**src/rtl/pcmmix_pkg.sv**
```systemverilog
`timescale 1ns / 1ps
`default_nettype none

package pcmmix_pkg;

  localparam int VOICE_W = 4;
  localparam int ADDR_W  = 16;
  localparam int BYTE_W  = 8;
  localparam int COUNT_W = 16;
  localparam int RATE_W  = 16;
  localparam int VOL_W   = 7;
  localparam int SEP_W   = 8;
  localparam int SAMP_W  = 16;
  localparam int MASK_W  = 16;
  localparam int GAIN_W  = 8;
  localparam int FRAC_W  = 16;
  localparam int POS_W   = 32;
  localparam int DIV_W   = 32;

  localparam int SEP_MAX      = 254;
  localparam int GAIN_DIV     = 127;
  localparam int DEFAULT_RATE = 11025;
  localparam int SAT_MAX      = 32767;
  localparam int SAT_MIN      = -32768;

  typedef enum logic [2:0] {
    CMD_LOAD  = 3'd0,
    CMD_START = 3'd1,
    CMD_SET   = 3'd2,
    CMD_STOP  = 3'd3,
    CMD_MIX   = 3'd4
  } cmd_e;

  typedef enum logic [1:0] {
    DIV_STEP,
    DIV_LEFT,
    DIV_RIGHT
  } div_sel_e;

  typedef enum logic [3:0] {
    ST_IDLE,
    ST_STEP,
    ST_LGAIN,
    ST_RGAIN,
    ST_ADDR,
    ST_VREAD,
    ST_VCHECK,
    ST_VMOD,
    ST_SREAD,
    ST_MUL,
    ST_ACC,
    ST_FIN
  } state_e;

  typedef struct packed {
    logic     accept;
    logic     div_go;
    div_sel_e div_sel;
    logic     mod_go;
    logic     mod_voice;
    logic     pos_wr;
    logic     clr_active;
    logic     v_next;
    logic     mul_en;
    logic     acc_en;
    logic     fin;
  } ctl_t;

  typedef struct packed {
    logic [2:0] cmd_in;
    logic       count_zero_in;
    logic       voice_ok_in;
    logic       div_done;
    logic       mod_done;
    logic       cur_active;
    logic       expired;
    logic       last_voice;
  } stat_t;

endpackage

`default_nettype wire

```
**src/rtl/pcmmix_ctrl.sv**
```systemverilog
`timescale 1ns / 1ps
`default_nettype none

module pcmmix_ctrl
  import pcmmix_pkg::*;
(
  input  wire   clk_i,
  input  wire   rst_ni,
  input  wire   start,
  output logic  busy,
  input  stat_t stat_i,
  output ctl_t  ctl_o
);

  state_e state_q, state_d;

  always_ff @(posedge clk_i or negedge rst_ni) begin
    if (!rst_ni) begin
      state_q <= ST_IDLE;
    end else begin
      state_q <= state_d;
    end
  end

  assign busy = (state_q != ST_IDLE);

  always_comb begin
    state_d = state_q;
    ctl_o   = '0;
    case (state_q)
      ST_IDLE: begin
        if (start) begin
          ctl_o.accept = 1'b1;
          case (stat_i.cmd_in)
            CMD_LOAD: begin
              state_d = ST_ADDR;
            end
            CMD_START: begin
              if (stat_i.count_zero_in || !stat_i.voice_ok_in) begin
                state_d = ST_FIN;
              end else begin
                state_d = ST_STEP;
              end
            end
            CMD_SET: begin
              state_d = stat_i.voice_ok_in ? ST_LGAIN : ST_FIN;
            end
            CMD_MIX: begin
              state_d = ST_VREAD;
            end
            default: begin
              state_d = ST_FIN;
            end
          endcase
        end
      end
      ST_STEP: begin
        ctl_o.div_go  = 1'b1;
        ctl_o.div_sel = DIV_STEP;
        if (stat_i.div_done) begin
          state_d = ST_LGAIN;
        end
      end
      ST_LGAIN: begin
        ctl_o.div_go  = 1'b1;
        ctl_o.div_sel = DIV_LEFT;
        if (stat_i.div_done) begin
          state_d = ST_RGAIN;
        end
      end
      ST_RGAIN: begin
        ctl_o.div_go  = 1'b1;
        ctl_o.div_sel = DIV_RIGHT;
        if (stat_i.div_done) begin
          state_d = ST_FIN;
        end
      end
      ST_ADDR: begin
        ctl_o.mod_go = 1'b1;
        if (stat_i.mod_done) begin
          state_d = ST_FIN;
        end
      end
      ST_VREAD: begin
        if (stat_i.cur_active) begin
          state_d = ST_VCHECK;
        end else begin
          ctl_o.v_next = 1'b1;
          state_d = stat_i.last_voice ? ST_FIN : ST_VREAD;
        end
      end
      ST_VCHECK: begin
        if (stat_i.expired) begin
          ctl_o.clr_active = 1'b1;
          ctl_o.v_next     = 1'b1;
          state_d = stat_i.last_voice ? ST_FIN : ST_VREAD;
        end else begin
          ctl_o.pos_wr = 1'b1;
          state_d = ST_VMOD;
        end
      end
      ST_VMOD: begin
        ctl_o.mod_go    = 1'b1;
        ctl_o.mod_voice = 1'b1;
        if (stat_i.mod_done) begin
          state_d = ST_SREAD;
        end
      end
      ST_SREAD: begin
        state_d = ST_MUL;
      end
      ST_MUL: begin
        ctl_o.mul_en = 1'b1;
        state_d = ST_ACC;
      end
      ST_ACC: begin
        ctl_o.acc_en = 1'b1;
        ctl_o.v_next = 1'b1;
        state_d = stat_i.last_voice ? ST_FIN : ST_VREAD;
      end
      ST_FIN: begin
        ctl_o.fin = 1'b1;
        state_d = ST_IDLE;
      end
      default: begin
        state_d = ST_IDLE;
      end
    endcase
  end

endmodule

`default_nettype wire

```
**config.mk**
```make
export PLATFORM = sky130hd
export DESIGN_NAME = pcmmix_ctrl
export DESIGN_NICKNAME = d
export VERILOG_FILES = /design/src/rtl/pcmmix_pkg.sv /design/src/rtl/pcmmix_ctrl.sv
export SDC_FILE = /design/constraint.sdc
export NUM_CORES = 1
export LEC_CHECK = 0
export BUFFER_PORTS_ARGS = -buffer_cell sky130_fd_sc_hd__buf_2
export CORE_AREA = 2 2 39 41
export DETAILED_ROUTE_END_ITERATION = 8
export DIE_AREA = 0 0 41 43
export PLACE_DENSITY = 0.85
export SKIP_CTS_REPAIR_TIMING = 1
export SYNTH_ARGS = -nofsm -noshare
export SYNTH_HDL_FRONTEND = slang
export SYNTH_SLANG_ARGS = --single-unit
```
**constraint.sdc**
```tcl
create_clock -name clk_i -period 3 [get_ports clk_i]
set_input_delay 0.6 -clock clk_i [delete_from_list [all_inputs] [get_ports clk_i]]
set_output_delay 0.6 -clock clk_i [all_outputs]
set_load 0.01 [all_outputs]
```
==> impl_results.rst <==
.. list-table::
   :header-rows: 1

   * - Metric
     - Value
   * - Run status
     - complete, no violations
   * - Placer's final routability congestion estimate
     - 0.8496
   * - Post-synth ARST share
     - 1.000
   * - Via count of the first global-routing pass
     - 613
   * - Post-synthesis instance area
     - 626.9 µm²
   * - Sequential Power Share
     - 0.255
   * - Detailed-routing iteration count for the pre-antenna-repair pass
     - 4
   * - CTS Buf Count
     - 3
   * - Fraction of the yosys area taken by sequential cells
     - 0.1597
   * - Flip-flop count of the largest register after layout
     - 4
   * - Count of yosys warnings during synthesis
     - 0
   * - Internal power component
     - 0.3559 mW
   * - Synth Area in Simple Gates
     - 0.3473
   * - Launching point of the worst reg2reg path
     - state_q[1]
   * - Combinational share of power
     - 0.660
   * - Total Routed Length
     - 1519 µm
   * - Post-Syn Instances
     - 89
   * - Crit Path Max Fanout
     - 19
   * - Cell depth of the worst flop-to-flop path
     - 4
   * - Clock transition at the registers of the reported paths
     - 0.04 ns
   * - Adder-cell share of the synthesized area
     - 0
   * - Worst slew pin tran
     - 0.6042 ns
   * - Combined buffer and inverter count along the critical path
     - 1
   * - Library cell with the highest instance count after synthesis
     - nor2_1
   * - Largest regs
     - state_q x4
   * - Crit Reg-Reg Endpoint
     - state_q[2]
   * - Skew final
     - 0.005024 ns
   * - Fraction of power consumed by the clock network
     - 0.085
   * - Synthesized flop and latch total
     - 4
   * - Share of layout cells above drive strength 1
     - 0.3818
   * - Maximum clock insertion buffer count
     - 2
   * - Global-route wire length before repair
     - 2456 µm
   * - RSZ-0062 raised after global routing
     - false
   * - Worst relative slew slack
     - 0.5972
   * - Required time of the worst setup path
     - 2.40 ns
   * - Number of violations reported at the end of detailed-routing iteration 0
     - 9
   * - Chain of cells forming the critical path
     - nand2b_1 > nor3_1 > buf_2
   * - Final layout net count
     - 125
   * - Max-slew violations
     - 0
   * - Root buffer selected by CTS
     - clkbuf_4
   * - Switch Pwr
     - 0.4168 mW
   * - Final period demand of the worst path
     - 2.249 ns
   * - Final design utilization
     - 0.5398
   * - Max Cap Violations
     - 0
   * - Final setup vio count
     - 0
   * - Vias per cell
     - 5.825
   * - Setup crit start kind
     - flop
   * - DRC Markers
     - 0
   * - Congestion Overflow GR
     - 0
   * - Most flop-heavy register
     - state_q
   * - Count of non-filler cells in the finished layout
     - 126
   * - Share of the synthesized area in compound gates (AO/OA/AOI/OAI)
     - 0.3792
   * - Parity-gate share of the synthesized area counting xor and xnor cells
     - 0.02595
   * - Startpoint of the most critical setup path
     - state_q[2]
   * - GRT Overall Usage
     - 0.1998
   * - Final antenna-violating net count
     - 0
   * - Mapped Nets
     - 102
   * - Largest family of logic cells by synthesized area
     - compound AO/OA/AOI/OAI gates
   * - Clock sink count
     - 4
   * - Arrival time of the worst setup path
     - 1.65 ns
   * - Port buffer count
     - 25
   * - Crit-path leading delay family
     - flip-flops
   * - Clock tree from TritonCTS
     - done
   * - Std-Cell Rows
     - 14
   * - Number of antenna violations at the first check in global routing
     - 0
   * - Switching portion of total power
     - 0.5394
   * - Clk Latency, worst-skew pair
     - 0.24 ns
   * - Post-route setup TNS
     - 0 ns
   * - Share of cell area taken by muxes after synthesis
     - 0
   * - Final hold violation count
     - 0
   * - Floorplan die area
     - 1763 µm²
   * - Synth area leader
     - dfrtp_1
   * - Initial core utilization
     - 0.4530
   * - Area added between synthesis and finish
     - 19.16%
   * - Kind of end point of the critical path
     - output port
   * - Placeable Area
     - 1384 µm²
   * - Worst vdd ir
     - 445.0 µV
   * - Number of enable flip-flop cells after synthesis
     - 0
   * - Synthesized area per cell
     - 7.043 µm²
   * - Antenna fix cells
     - 0
   * - Total half-perimeter wirelength after legalization and detailed placement
     - 1142 µm
   * - Maximum number of pins on one net before global-route repair
     - 20
   * - Maximum level of the CTS H-tree
     - 1
   * - Start-to-end type of the worst setup path
     - flop to output port
   * - Top FF cell, synth
     - dfrtp_1
   * - Leakage Power
     - 0.3351 nW
   * - Count of vias placed by the detailed router
     - 734
   * - Average routed wire per standard cell
     - 12.06 µm
   * - Number of cells after detailed placement
     - 123
   * - Horizontal die dimension
     - 41 µm
   * - Count of unique library cells instantiated by Yosys
     - 39
   * - Ranking of synthesized cells by area
     - dfrtp_1 16%, a21oi_1 8.0%, nor2_1 7.2%, o21ai_0 4.8%, a2111oi_4 4.4%
   * - Die H
     - 43 µm
   * - Share of Yosys cell area claimed by the top area cell type
     - 0.1597
   * - Slowest library cell on the worst path
     - dfrtp_1
   * - Largest stage delay on the critical path
     - 0.72 ns
   * - Power density normalized to cell area
     - 1035 nW/µm²
   * - Most instantiated cells after synthesis
     - 12 x nor2_1, 10 x a21oi_1, 7 x nand2_1, 6 x o21ai_0, 5 x nor3_1
   * - Hold/Removal Path Class
     - input pin to asynchronous set/reset pin
   * - Slack of the worst reg-to-reg path
     - 1.23 ns
   * - Tcrit/Tclk final
     - 0.7496
   * - Top Ports
     - 26
   * - Highest clock frequency the design can meet
     - 444.7 MHz
cell families (layout without fill, tap and decap cells):
group | count (synthesis) | count (layout)
simple gates | 42 | 42
buf+inv | 9 | 30
flops | 4 | 4
compound gates | 33 | 33
xor+xnor | 1 | 1
layer usage:
layer  vias up  GRT usage  part of all wire
met2        31     0.3156              0.51
met1       331     0.2549              0.41
met5         -          0                 0
li1        367          -                 -
met4         0     0.1067             0.023
met3         5    0.01571             0.057
per-stage QoR:
stage	power, mW	setup slack (ns)	instance area (µm²)	hold WS, ns
6_report	0.7728	0.7513	747.0	0.1563
2_1_floorplan	0.6149	1.370	626.9	0.3044
3_3_place_gp	0.6937	1.070	724.4	0.4036
3_5_place_dp	0.7064	1.023	724.4	0.4038
4_1_cts	0.7752	0.7715	747.0	0.1574
5_1_grt	0.8426	0.6143	747.0	0.1555
cell type report:
cell class                      count  area [µm²]
Multi-Input combinational cell     76       471.7
Clock buffer                        3       22.52
Sequential cell                     4       100.1
Inverter                            2       7.507
Timing Repair Buffer               25       125.1
Tap cell                           16       20.02
Fill cell                         139       636.9
layout by cell type, fill, tap and decap left out, types with 2 or more instances in the layout:
master and count:
nor2_1 12, o21a_1 2, clkbuf_4 3, a21oi_1 10
nand2_1 7, nor2b_1 3, nand2b_1 4, dfrtp_1 4
nor3_1 5, o21ai_0 6, nand3_1 2, o22ai_1 2
nor2_2 2, buf_2 25
worst max path at each step:
stage / endpoint / slack (ns) / cells after the start
6_report: ctl_o[5] / 0.75 / 3
5_1_grt: ctl_o[5] / 0.61 / 3
4_1_cts: ctl_o[5] / 0.77 / 3
3_5_place_dp: ctl_o[5] / 1.02 / 3
3_3_place_gp: ctl_o[5] / 1.07 / 3
2_1_floorplan: ctl_o[3] / 1.37 / 3
power groups by stage:
stage,logic (mW),clock network [mW],registers [mW]
finish,0.510,0.0658,0.197
global route,0.562,0.0710,0.210
CTS,0.513,0.0667,0.196
detailed placement,0.510,0,0.196
global placement,0.501,0,0.193
floorplan,0.515,0,0.0995
Note: power is estimated with default switching activity, not from simulation.
